File: config.mk
export PLATFORM = sky130hd
export DESIGN_NAME = ipv4_longest_prefix_router
export DESIGN_NICKNAME = d
export VERILOG_FILES = /design/src/design/lpm_pkg.sv /design/src/design/lpm_ram.sv /design/src/design/lpm_ctrl.sv /design/src/design/lpm_dpath.sv /design/src/design/ipv4_longest_prefix_router.sv
export SDC_FILE = /design/constraint.sdc
export NUM_CORES = 2
export LEC_CHECK = 0
export BUFFER_PORTS_ARGS = -buffer_cell sky130_fd_sc_hd__buf_4
export CAP_MARGIN = 20
export CORE_MARGIN = 3
export CORE_UTILIZATION = 40
export CTS_BUF_LIST = sky130_fd_sc_hd__clkbuf_4
export CTS_CLUSTER_DIAMETER = 30
export DETAILED_ROUTE_END_ITERATION = 7
export PLACE_DENSITY = 0.66
export SLEW_MARGIN = 15
export SYNTH_ARGS = -nofsm -noshare
export SYNTH_HDL_FRONTEND = slang
export SYNTH_HIERARCHICAL = 1
export SYNTH_SLANG_ARGS = --single-unit
File: constraint.sdc
create_clock -name clk -period 8.02 [get_ports clk]
set_clock_uncertainty 0.15 [all_clocks]
set_input_delay 0.401 -clock clk [delete_from_list [all_inputs] [get_ports clk]]
set_output_delay 0.401 -clock clk [all_outputs]
set_load 0.01 [all_outputs]
File: src/design/lpm_pkg.sv
package lpm_pkg;

  localparam int ADDR_W = 32;
  localparam int LEN_W  = 6;
  localparam int PORT_W = 3;
  localparam int TTL_W  = 8;
  localparam int STAT_W = 3;

  localparam logic [LEN_W-1:0] MAX_LEN = LEN_W'(32);

  localparam logic [STAT_W-1:0] ST_FORWARDED   = 3'd0;
  localparam logic [STAT_W-1:0] ST_TTL_EXPIRED = 3'd1;
  localparam logic [STAT_W-1:0] ST_NO_ROUTE    = 3'd2;
  localparam logic [STAT_W-1:0] ST_ADDED       = 3'd3;
  localparam logic [STAT_W-1:0] ST_FULL        = 3'd4;

  typedef struct packed {
    logic [ADDR_W-1:0] prefix;
    logic [LEN_W-1:0]  length;
    logic              has_gateway;
    logic [ADDR_W-1:0] gateway;
    logic [PORT_W-1:0] port;
  } route_t;

  typedef struct packed {
    logic capture;
    logic do_add;
    logic set_expired;
    logic scan_start;
    logic scan_step;
    logic fwd_finish;
    logic load_out;
  } ctl_cmd_t;

  typedef struct packed {
    logic ttl_dead;
    logic scan_done;
    logic out_free;
  } ctl_sts_t;

  // Network mask for a prefix length; the length is already limited to 32.
  function automatic logic [ADDR_W-1:0] len_mask(input logic [LEN_W-1:0] len);
    logic [ADDR_W-1:0] m;
    if (len == '0) begin
      m = '0;
    end else begin
      m = {ADDR_W{1'b1}} << (MAX_LEN - len);
    end
    return m;
  endfunction

endpackage

File: src/design/lpm_ram.sv
module lpm_ram #(
  parameter int WIDTH = 8,
  parameter int DEPTH = 32,
  localparam int AW = (DEPTH > 1) ? $clog2(DEPTH) : 1
) (
  input  logic             clk,
  input  logic             we,
  input  logic [AW-1:0]    waddr,
  input  logic [WIDTH-1:0] wdata,
  input  logic             re,
  input  logic [AW-1:0]    raddr,
  output logic [WIDTH-1:0] rdata
);

  logic [WIDTH-1:0] mem_r [DEPTH];
  logic [WIDTH-1:0] rdata_r;

  always_ff @(posedge clk) begin
    if (we) begin
      mem_r[waddr] <= wdata;
    end
    if (re) begin
      rdata_r <= mem_r[raddr];
    end
  end

  assign rdata = rdata_r;

endmodule

File: src/design/lpm_ctrl.sv
module lpm_ctrl (
  input  logic                clk,
  input  logic                rst_n,
  input  logic                in_valid,
  input  logic                in_func,
  output logic                in_stall,
  input  lpm_pkg::ctl_sts_t   sts,
  output lpm_pkg::ctl_cmd_t   cmd
);

  localparam logic [2:0] S_IDLE = 3'd0;
  localparam logic [2:0] S_ADD  = 3'd1;
  localparam logic [2:0] S_FWD  = 3'd2;
  localparam logic [2:0] S_SCAN = 3'd3;
  localparam logic [2:0] S_PUSH = 3'd4;

  logic [2:0] state_r;
  logic [2:0] state_nxt;

  assign in_stall = (state_r != S_IDLE);

  always_comb begin
    state_nxt = state_r;
    cmd       = '0;
    case (state_r)
      S_IDLE: begin
        if (in_valid) begin
          cmd.capture = 1'b1;
          state_nxt   = in_func ? S_FWD : S_ADD;
        end
      end
      S_ADD: begin
        cmd.do_add = 1'b1;
        state_nxt  = S_PUSH;
      end
      S_FWD: begin
        if (sts.ttl_dead) begin
          cmd.set_expired = 1'b1;
          state_nxt       = S_PUSH;
        end else begin
          cmd.scan_start = 1'b1;
          state_nxt      = S_SCAN;
        end
      end
      S_SCAN: begin
        cmd.scan_step = 1'b1;
        if (sts.scan_done) begin
          cmd.fwd_finish = 1'b1;
          state_nxt      = S_PUSH;
        end
      end
      S_PUSH: begin
        if (sts.out_free) begin
          cmd.load_out = 1'b1;
          state_nxt    = S_IDLE;
        end
      end
      default: begin
        state_nxt = S_IDLE;
      end
    endcase
  end

  always_ff @(posedge clk) begin
    if (!rst_n) begin
      state_r <= S_IDLE;
    end else begin
      state_r <= state_nxt;
    end
  end

endmodule

File: src/design/lpm_dpath.sv
module lpm_dpath #(
  parameter int ROUTE_SLOTS = 32,
  parameter int PORT_COUNT  = 8,
  localparam int AW = (ROUTE_SLOTS > 1) ? $clog2(ROUTE_SLOTS) : 1,
  localparam int CW = $clog2(ROUTE_SLOTS + 1)
) (
  input  logic                         clk,
  input  logic                         rst_n,
  input  lpm_pkg::ctl_cmd_t            cmd,
  output lpm_pkg::ctl_sts_t            sts,
  input  logic [lpm_pkg::ADDR_W-1:0]   in_new_prefix,
  input  logic [lpm_pkg::LEN_W-1:0]    in_new_prefix_len,
  input  logic                         in_new_has_gateway,
  input  logic [lpm_pkg::ADDR_W-1:0]   in_new_gateway,
  input  logic [lpm_pkg::PORT_W-1:0]   in_new_port,
  input  logic [lpm_pkg::ADDR_W-1:0]   in_dst_addr,
  input  logic [lpm_pkg::TTL_W-1:0]    in_packet_ttl,
  input  logic                         out_stall,
  output logic                         out_valid,
  output logic [lpm_pkg::STAT_W-1:0]   out_status,
  output logic [lpm_pkg::PORT_W-1:0]   out_out_port,
  output logic [lpm_pkg::ADDR_W-1:0]   out_hop_addr,
  output logic [lpm_pkg::TTL_W-1:0]    out_out_ttl
);

  localparam int RW = $bits(lpm_pkg::route_t);
  localparam logic [CW-1:0] SLOTS = CW'(ROUTE_SLOTS);

  // Captured item.
  logic [lpm_pkg::ADDR_W-1:0] new_prefix_r;
  logic [lpm_pkg::LEN_W-1:0]  new_len_r;
  logic                       new_has_gw_r;
  logic [lpm_pkg::ADDR_W-1:0] new_gw_r;
  logic [lpm_pkg::PORT_W-1:0] new_port_r;
  logic [lpm_pkg::ADDR_W-1:0] dst_r;
  logic [lpm_pkg::TTL_W-1:0]  ttl_r;

  // Table fill and scan state.
  logic [CW-1:0] count_r, count_nxt;
  logic [CW-1:0] idx_r, idx_nxt;
  logic          cmp_vld_r, cmp_vld_nxt;
  logic          found_r, found_nxt;
  logic [lpm_pkg::LEN_W-1:0]  best_len_r;
  logic [lpm_pkg::PORT_W-1:0] best_port_r;
  logic [lpm_pkg::ADDR_W-1:0] best_hop_r;

  // Staged result and output register.
  logic [lpm_pkg::STAT_W-1:0] res_status_r;
  logic [lpm_pkg::PORT_W-1:0] res_port_r;
  logic [lpm_pkg::ADDR_W-1:0] res_hop_r;
  logic [lpm_pkg::TTL_W-1:0]  res_ttl_r;
  logic                       out_valid_r, out_valid_nxt;
  logic [lpm_pkg::STAT_W-1:0] out_status_r;
  logic [lpm_pkg::PORT_W-1:0] out_port_r;
  logic [lpm_pkg::ADDR_W-1:0] out_hop_r;
  logic [lpm_pkg::TTL_W-1:0]  out_ttl_r;

  logic              table_full;
  logic              ram_we;
  logic              ram_re;
  lpm_pkg::route_t   wr_route;
  lpm_pkg::route_t   rd_route;
  logic [RW-1:0]     rd_data;
  logic [lpm_pkg::LEN_W-1:0]  sat_len;
  logic [lpm_pkg::PORT_W-1:0] sat_port;
  logic [lpm_pkg::ADDR_W-1:0] rd_mask;
  logic              hit;
  logic              take;

  assign table_full = (count_r >= SLOTS);

  always_comb begin
    sat_len = (new_len_r > lpm_pkg::MAX_LEN) ? lpm_pkg::MAX_LEN : new_len_r;
    if (int'(new_port_r) >= PORT_COUNT) begin
      sat_port = lpm_pkg::PORT_W'(PORT_COUNT - 1);
    end else begin
      sat_port = new_port_r;
    end
    wr_route.prefix      = new_prefix_r;
    wr_route.length      = sat_len;
    wr_route.has_gateway = new_has_gw_r;
    wr_route.gateway     = new_gw_r;
    wr_route.port        = sat_port;
  end

  assign ram_we = cmd.do_add && !table_full;
  assign ram_re = cmd.scan_step && (idx_r < count_r);

  lpm_ram #(
    .WIDTH (RW),
    .DEPTH (ROUTE_SLOTS)
  ) u_table (
    .clk   (clk),
    .we    (ram_we),
    .waddr (count_r[AW-1:0]),
    .wdata (wr_route),
    .re    (ram_re),
    .raddr (idx_r[AW-1:0]),
    .rdata (rd_data)
  );

  assign rd_route = rd_data;
  assign rd_mask  = lpm_pkg::len_mask(rd_route.length);
  assign hit      = ((dst_r & rd_mask) == (rd_route.prefix & rd_mask));
  // Only a strictly longer prefix displaces the current best, so the
  // earliest route wins among equal lengths.
  assign take     = cmd.scan_step && cmp_vld_r && hit &&
                    (!found_r || (best_len_r < rd_route.length));

  always_comb begin
    count_nxt   = count_r;
    idx_nxt     = idx_r;
    cmp_vld_nxt = cmp_vld_r;
    found_nxt   = found_r;
    if (ram_we) begin
      count_nxt = count_r + CW'(1);
    end
    if (cmd.scan_start) begin
      idx_nxt     = '0;
      cmp_vld_nxt = 1'b0;
      found_nxt   = 1'b0;
    end else if (cmd.scan_step) begin
      cmp_vld_nxt = ram_re;
      if (ram_re) begin
        idx_nxt = idx_r + CW'(1);
      end
      if (take) begin
        found_nxt = 1'b1;
      end
    end
  end

  assign sts.ttl_dead  = (ttl_r <= lpm_pkg::TTL_W'(1));
  assign sts.scan_done = (idx_r == count_r) && !cmp_vld_r;
  assign sts.out_free  = !out_valid_r || !out_stall;

  always_comb begin
    out_valid_nxt = out_valid_r;
    if (cmd.load_out) begin
      out_valid_nxt = 1'b1;
    end else if (!out_stall) begin
      out_valid_nxt = 1'b0;
    end
  end

  always_ff @(posedge clk) begin
    if (!rst_n) begin
      count_r     <= '0;
      idx_r       <= '0;
      cmp_vld_r   <= 1'b0;
      found_r     <= 1'b0;
      out_valid_r <= 1'b0;
    end else begin
      count_r     <= count_nxt;
      idx_r       <= idx_nxt;
      cmp_vld_r   <= cmp_vld_nxt;
      found_r     <= found_nxt;
      out_valid_r <= out_valid_nxt;
    end
  end

  always_ff @(posedge clk) begin
    if (cmd.capture) begin
      new_prefix_r <= in_new_prefix;
      new_len_r    <= in_new_prefix_len;
      new_has_gw_r <= in_new_has_gateway;
      new_gw_r     <= in_new_gateway;
      new_port_r   <= in_new_port;
      dst_r        <= in_dst_addr;
      ttl_r        <= in_packet_ttl;
    end
    if (take) begin
      best_len_r  <= rd_route.length;
      best_port_r <= rd_route.port;
      best_hop_r  <= rd_route.has_gateway ? rd_route.gateway : dst_r;
    end
    if (cmd.do_add) begin
      res_status_r <= table_full ? lpm_pkg::ST_FULL : lpm_pkg::ST_ADDED;
      res_port_r   <= '0;
      res_hop_r    <= '0;
      res_ttl_r    <= '0;
    end else if (cmd.set_expired) begin
      res_status_r <= lpm_pkg::ST_TTL_EXPIRED;
      res_port_r   <= '0;
      res_hop_r    <= '0;
      res_ttl_r    <= '0;
    end else if (cmd.fwd_finish) begin
      if (found_r) begin
        res_status_r <= lpm_pkg::ST_FORWARDED;
        res_port_r   <= best_port_r;
        res_hop_r    <= best_hop_r;
        res_ttl_r    <= ttl_r - lpm_pkg::TTL_W'(1);
      end else begin
        res_status_r <= lpm_pkg::ST_NO_ROUTE;
        res_port_r   <= '0;
        res_hop_r    <= '0;
        res_ttl_r    <= '0;
      end
    end
    if (cmd.load_out) begin
      out_status_r <= res_status_r;
      out_port_r   <= res_port_r;
      out_hop_r    <= res_hop_r;
      out_ttl_r    <= res_ttl_r;
    end
  end

  assign out_valid    = out_valid_r;
  assign out_status   = out_status_r;
  assign out_out_port = out_port_r;
  assign out_hop_addr = out_hop_r;
  assign out_out_ttl  = out_ttl_r;

endmodule

File: src/design/ipv4_longest_prefix_router.sv
// IPv4 longest-prefix router. Each item either adds a route (func 0) or
// forwards one header (func 1), and produces exactly one result item. Routes
// live in a single-port-read table of ROUTE_SLOTS entries, walked one entry
// per cycle. A finished result waits to load while the previous result still
// sits stalled in the output register. Items are taken one at a time, and a
// new item can enter while the previous result waits on out_stall.
module ipv4_longest_prefix_router #(
  parameter int ROUTE_SLOTS = 32,
  parameter int PORT_COUNT  = 8
) (
  input  logic                         clk,
  input  logic                         rst_n,
  input  logic                         in_valid,
  output logic                         in_stall,
  input  logic                         in_func,
  input  logic [lpm_pkg::ADDR_W-1:0]   in_new_prefix,
  input  logic [lpm_pkg::LEN_W-1:0]    in_new_prefix_len,
  input  logic                         in_new_has_gateway,
  input  logic [lpm_pkg::ADDR_W-1:0]   in_new_gateway,
  input  logic [lpm_pkg::PORT_W-1:0]   in_new_port,
  input  logic [lpm_pkg::ADDR_W-1:0]   in_dst_addr,
  input  logic [lpm_pkg::TTL_W-1:0]    in_packet_ttl,
  output logic                         out_valid,
  input  logic                         out_stall,
  output logic [lpm_pkg::STAT_W-1:0]   out_status,
  output logic [lpm_pkg::PORT_W-1:0]   out_out_port,
  output logic [lpm_pkg::ADDR_W-1:0]   out_hop_addr,
  output logic [lpm_pkg::TTL_W-1:0]    out_out_ttl
);

  lpm_pkg::ctl_cmd_t cmd;
  lpm_pkg::ctl_sts_t sts;

  lpm_ctrl u_ctrl (
    .clk      (clk),
    .rst_n    (rst_n),
    .in_valid (in_valid),
    .in_func  (in_func),
    .in_stall (in_stall),
    .sts      (sts),
    .cmd      (cmd)
  );

  lpm_dpath #(
    .ROUTE_SLOTS (ROUTE_SLOTS),
    .PORT_COUNT  (PORT_COUNT)
  ) u_dpath (
    .clk                (clk),
    .rst_n              (rst_n),
    .cmd                (cmd),
    .sts                (sts),
    .in_new_prefix      (in_new_prefix),
    .in_new_prefix_len  (in_new_prefix_len),
    .in_new_has_gateway (in_new_has_gateway),
    .in_new_gateway     (in_new_gateway),
    .in_new_port        (in_new_port),
    .in_dst_addr        (in_dst_addr),
    .in_packet_ttl      (in_packet_ttl),
    .out_stall          (out_stall),
    .out_valid          (out_valid),
    .out_status         (out_status),
    .out_out_port       (out_out_port),
    .out_hop_addr       (out_hop_addr),
    .out_out_ttl        (out_out_ttl)
  );

endmodule
After elaboration in Yosys (flattened, before gate mapping)
Memory sizes are Yosys's and may differ from the RTL's. A register that Yosys moved wholly into a read port is not among the register bits. Cells that the tools add are included.

Flip-flop bits (word level): 265. Bits in writable memories: 2368. Input port bits: 119. Output and inout bits: 48. Logic and storage cells: 101. Memories: 1.

$add $sub $neg: 4. Order comparisons: 5. Equality and inequality tests: 10. Shift-type cells: 1. Mux-type cells: 31. Bitwise operators: 3. Reduce and logical (&&, ||, !) cells: 22.

Memories: u_dpath.u_table.mem_r (depth 32, bits a word 74, read ports 1, clocked after memory_dff 1, write ports 1, line lpm_ram.sv:15) `logic [WIDTH-1:0] mem_r [DEPTH];`.

Operator list (count): 32-bit two-way mux (3); 32-bit bitwise AND (2); 32-bit == test (1); 32-bit by 6-bit << shifter with 32-bit output (first input constant) (1); 3-bit two-way mux (9); 3-bit case mux with 5 select lines (1); 6-bit by 1-bit adder with 6-bit output (second input constant) (2); 6-bit < comparator (2); 1-bit two-way mux (12); 8-bit by 1-bit less-or-equal comparator with 1-bit output (second input constant) (1); 2-bit two-way mux (4); 8-bit two-way mux (1); 8-bit by 1-bit subtractor with 8-bit output (second input constant) (1); 3-bit by 2-bit == test with 1-bit output (second input constant) (2); 6-bit == test (1); 6-bit greater-or-equal comparator (second input constant) (1); 6-bit greater-than comparator (second input constant) (1); 1-bit logical AND (6); 6-bit zero test (1); 6-bit two-way mux (1); 2-bit != test (second input constant) (3); 3-bit nonzero test (2); 6-bit subtractor (first input constant) (1); 1-bit zero test (5); 9 further kinds (12).

Logic depth before layout (Yosys ltp)
Depth after elaboration: 8. Mapped depth: 10. Mapped depth without buffers: 9.

By module
The synthesis kept the hierarchy.

Modules (own cells, without submodules): lpm_ram (times used 1, cells an instance 4332, area an instance 92299.8 µm², seq. area each 73330.3 µm²); lpm_dpath (times used 1, cells an instance 609, area an instance 9838.2 µm², seq. area each 7287.0 µm²); lpm_ctrl (times used 1, cells an instance 32, area an instance 271.5 µm², seq. area each 60.1 µm²).

Worst setup path before layout
No wires, ideal clock.

Path kind: register to register. From: register u_ctrl.state_r[0]. To: memory u_dpath/u_table/mem_r[12][0] (netlist name), enable pin. Library setup time: 0.507 ns. Arrival: 4.995 ns. Data required time: 7.363 ns. Path slack: 2.368 ns. Stages on the path, launching flop included: 8. Path buffers: 2. Period minus slack after synthesis: 5.652 ns. Cells stage by stage: dfxtp_1 -> buf_2 -> nor3b_1 -> nand2_1 -> inv_1 -> or3b_2 -> clkbuf_1 -> nor2_1.

RTL lines: from (decl) (line lpm_ctrl.sv:17) `logic [2:0] state_r;`; from (signal assigned) (line lpm_ctrl.sv:68) `state_r <= state_nxt;`; to (decl) (line lpm_ram.sv:15).

==> metrics.txt <==
fillers 20,920; final instance area ~120,000 um^2; Setup CP Type reg2reg; core footprint 254,400 um^2; fraction of layout cells with a size suffix above 1 27.62%; leakage power approximately 38 nW; worst slew pin tran ~1.1 ns; Inserted Clock Buffers 692; Cell Area, Synth approximately 100,000 um^2; post-CTS setup buffers 0; Tot Pwr about 29 mW; CTS tree built; setup ws final slightly below 3 ns; CP endpoint kind register; CP Cell Sequence nor3b_1, nand2_1, inv_1, nand3b_1, nor2_4, buf_4; Top FF cell, synth edfxtp_1; Crit path largest cell delay about 1.0 ns; WP data arrival just under 6 ns; clock-pin transition on the worst setup and hold timing paths roughly 0.060 ns; placed cell area about 110,000 um^2; worst setup path end u_dpath/u_table/mem_r[1][53]$_DFFE_PP_; Post-Place Worst Slack 3.166 ns; post-CTS sizing 0; drt pass-1 iters 6; Root Buffer clkbuf_4; gpl congestion between 0.8 and 0.9; top cell type's share of synthesized area between 70% and 80%; Boundary Pins ~170; Mapped Nets between 5,000 and 6,000; Required @ worst endpoint 8.89 ns; DP HPWL ~160,000 um; vias per inst about 5.6; Cells after Synth 4,973; vias in the first global route about 57,000; most common cell in the synthesized netlist edfxtp_1; Worst Setup SP u_ctrl/state_r[0]$_SDFFE_PN0P_; asr flop ratio synth 0%; slowest stage cell on the critical path nor2_4; final wirelength 276,700 um; reg-to-reg slack, setup 2.93 ns; Core Rows 185; setup violators final 0; Crit path max-delay family simple AND/OR/NAND/NOR gates; YS warnings 6; setup TNS 0 ns; Remaining DRCs 0; Max Clock Freq between 0.15 and 0.2 GHz; Die W 512.0 um; Startpoint Class register; Final ANT Viol Nets 0; fin. max-slew vios 0; CTS H-tree lvls 6; sequential share of the synthesized area slightly below 80%; Worst-Skew Late Latency 1.54 ns; WL per Instance roughly 28 um; Hold Path Class in2reg; initial antenna violation count 13; initial core utilization 40.26%; die area 262,100 um^2; post-synth cell types 73; maximum vdd drop between 100 and 150 uV; largest cells by area after synthesis edfxtp_1, mux4_2, mux2i_1, a22oi_1, dfxtp_1; status complete, no violations; Reg2Reg Depth 6; Max-slew headroom roughly a quarter; WP depth 6; hold_buf cts 349; fin crit share between 60% and 70%; max cap viols 0; CTS sink cnt roughly 2,700; DR vias approximately 55,000; Post-synth EDFFs between 2,000 and 3,000; Final Hold Violating Endpoints 0; RSZ-0062 raised after global routing false; first-pass GRT wire length about 400,000 um; fin nets 6,238; gr ovfl total 0; Die Y 512.0 um; clk buf depth 4; total global-route track usage between 20 and 25%; Area Overhead vs Synth 18.06%; largest net degree at the start of global routing 113; leading area contributor after synthesis edfxtp_1; initial DRC count approximately 6,100; Pwr per Cell Area between 200 and 250 nW/um^2; worst reg2reg startpoint u_ctrl/state_r[0]$_SDFFE_PN0P_; register bit total from synthesis approximately 2,700; R2R Path End u_dpath/u_table/mem_r[1][53]$_DFFE_PP_; syn avg cell area slightly above 20 um^2; CP Max Fanout 49; most frequent cells after synthesis edfxtp_1, mux2i_1, a22oi_1, mux4_2, nand3_1; port buffer count 166; CP Buf/Inv Count 2; Final min period between 5 and 6 ns
flip-flops by register name, indices dropped and copies added (netlist names), 6 cells and up:
register               flops
u_dpath/count_r            6
u_dpath/out_hop_addr      32
u_dpath/best_len_r         6
u_dpath/idx_r              6
u_dpath/ttl_r              8
u_dpath/dst_r             32
u_dpath/res_ttl_r          8
u_dpath/new_gw_r          32
u_dpath/new_len_r          6
u_dpath/u_table/mem_r   2368
u_dpath/best_hop_r        32
u_dpath/res_hop_r         32
u_dpath/new_prefix_r      32
u_dpath/out_out_ttl        8
u_dpath/u_table/rdata     74
area by class of cell:
class	instances	area [um^2]	share of cell area (%)
clock inverters	230	1693	1.400
well taps	3366	4212	3.483
diodes	11	27.53	0.02277
inverters	26	97.59	0.08072
multi-input cells	1973	20600	17.04
flip-flops and latches	2707	80690	66.74
repair buffers	699	6523	5.395
clock buffers	940	7057	5.837
kinds of logic (layout without fill, tap and decap cells):
| logic type | Yosys count | count (layout) | share of synthesized area, % |
|---|---|---|---|
| adder cells (fa/ha/maj) | 20 | 20 | 0.2444 |
| AND/OR/NAND/NOR | 390 | 390 | 2.010 |
| XOR/XNOR | 50 | 50 | 0.4350 |
| flip-flops | 2707 | 2707 | 78.78 |
| other | 0 | 11 | 0 |
| buffers and inverters | 293 | 1895 | 1.456 |
| multiplexers | 915 | 915 | 12.70 |
| AO/OA/AOI/OAI | 598 | 598 | 4.379 |
metal layers:
layer	track usage (%)	vias up	share of wire, %
met5	0	-	0.024
met4	9.505	8	4.3
met3	4.374	462	8.6
met2	34.45	2828	50
met1	26.09	28590	37
li1	-	23380	-
worst min path at each step:
stage / from / endpoint / slack (ns) / depth (start not counted)
floorplan: u_dpath/u_table/rdata[0]$_DFFE_PP_ / u_dpath/best_port_r[0]$_DFFE_PP_ / 0.25 / 0
global placement: u_dpath/res_status_r[2]$_SDFFCE_PN0P_ / u_dpath/out_status[2]$_DFFE_PP_ / 0.26 / 0
detailed placement: u_dpath/res_status_r[2]$_SDFFCE_PN0P_ / u_dpath/out_status[2]$_DFFE_PP_ / 0.26 / 0
CTS: in_new_prefix[14] / u_dpath/new_prefix_r[14]$_DFFE_PP_ / 0.01 / 3
global route: in_new_prefix[14] / u_dpath/new_prefix_r[14]$_DFFE_PP_ / 0.1 / 3
finish: in_new_prefix[14] / u_dpath/new_prefix_r[14]$_DFFE_PP_ / 0.19 / 3
cell usage in the layout, fill, tap and decap left out, types with 22 or more instances in the layout:
| cell | Yosys | routed |
|---|---|---|
| edfxtp_1 | 2646 | 2646 |
| clkbuf_4 | 0 | 940 |
| mux2i_1 | 579 | 579 |
| a22oi_1 | 361 | 361 |
| dlygate4sd3_1 | 0 | 349 |
| buf_4 | 42 | 313 |
| mux4_2 | 304 | 304 |
| nand3_1 | 141 | 141 |
| clkinv_1 | 0 | 120 |
| a22o_1 | 85 | 85 |
| dfxtp_1 | 61 | 56 |
| a31oi_1 | 49 | 49 |
| nand2_1 | 43 | 43 |
| clkinv_2 | 0 | 39 |
| nor2_4 | 0 | 35 |
| nor2_1 | 70 | 34 |
| nand4_1 | 34 | 34 |
| mux2_2 | 32 | 32 |
| a21oi_1 | 31 | 31 |
| xnor2_1 | 31 | 31 |
| inv_1 | 25 | 25 |
| bufinv_16 | 0 | 22 |
power by group:
group	switching (mW)	total, mW	internal [mW]
logic	0.720	1.08	0.360
clock network	5.58	11.7	6.17
registers	0.204	16.1	15.9
total	6.50	29.0	22.5
metrics by stage:
step	utilization, %	cells	hold WS, ns
3_5_place_dp	42.56	8402	0.2563
5_1_grt	47.52	9948	0.09504
3_3_place_gp	42.50	8394	0.2591
2_1_floorplan	-	4973	0.2503
6_report	47.53	9952	0.1865
4_1_cts	47.37	9921	0.01188
worst register-to-register path: cells and delay by family, from the launching register on:
kind,cells,cell delay [ns]
flip-flops,1,0.51
AND/OR/NAND/NOR,4,2.64
buffers and inverters,2,1.19
Note: power is estimated with default switching activity, not from simulation.
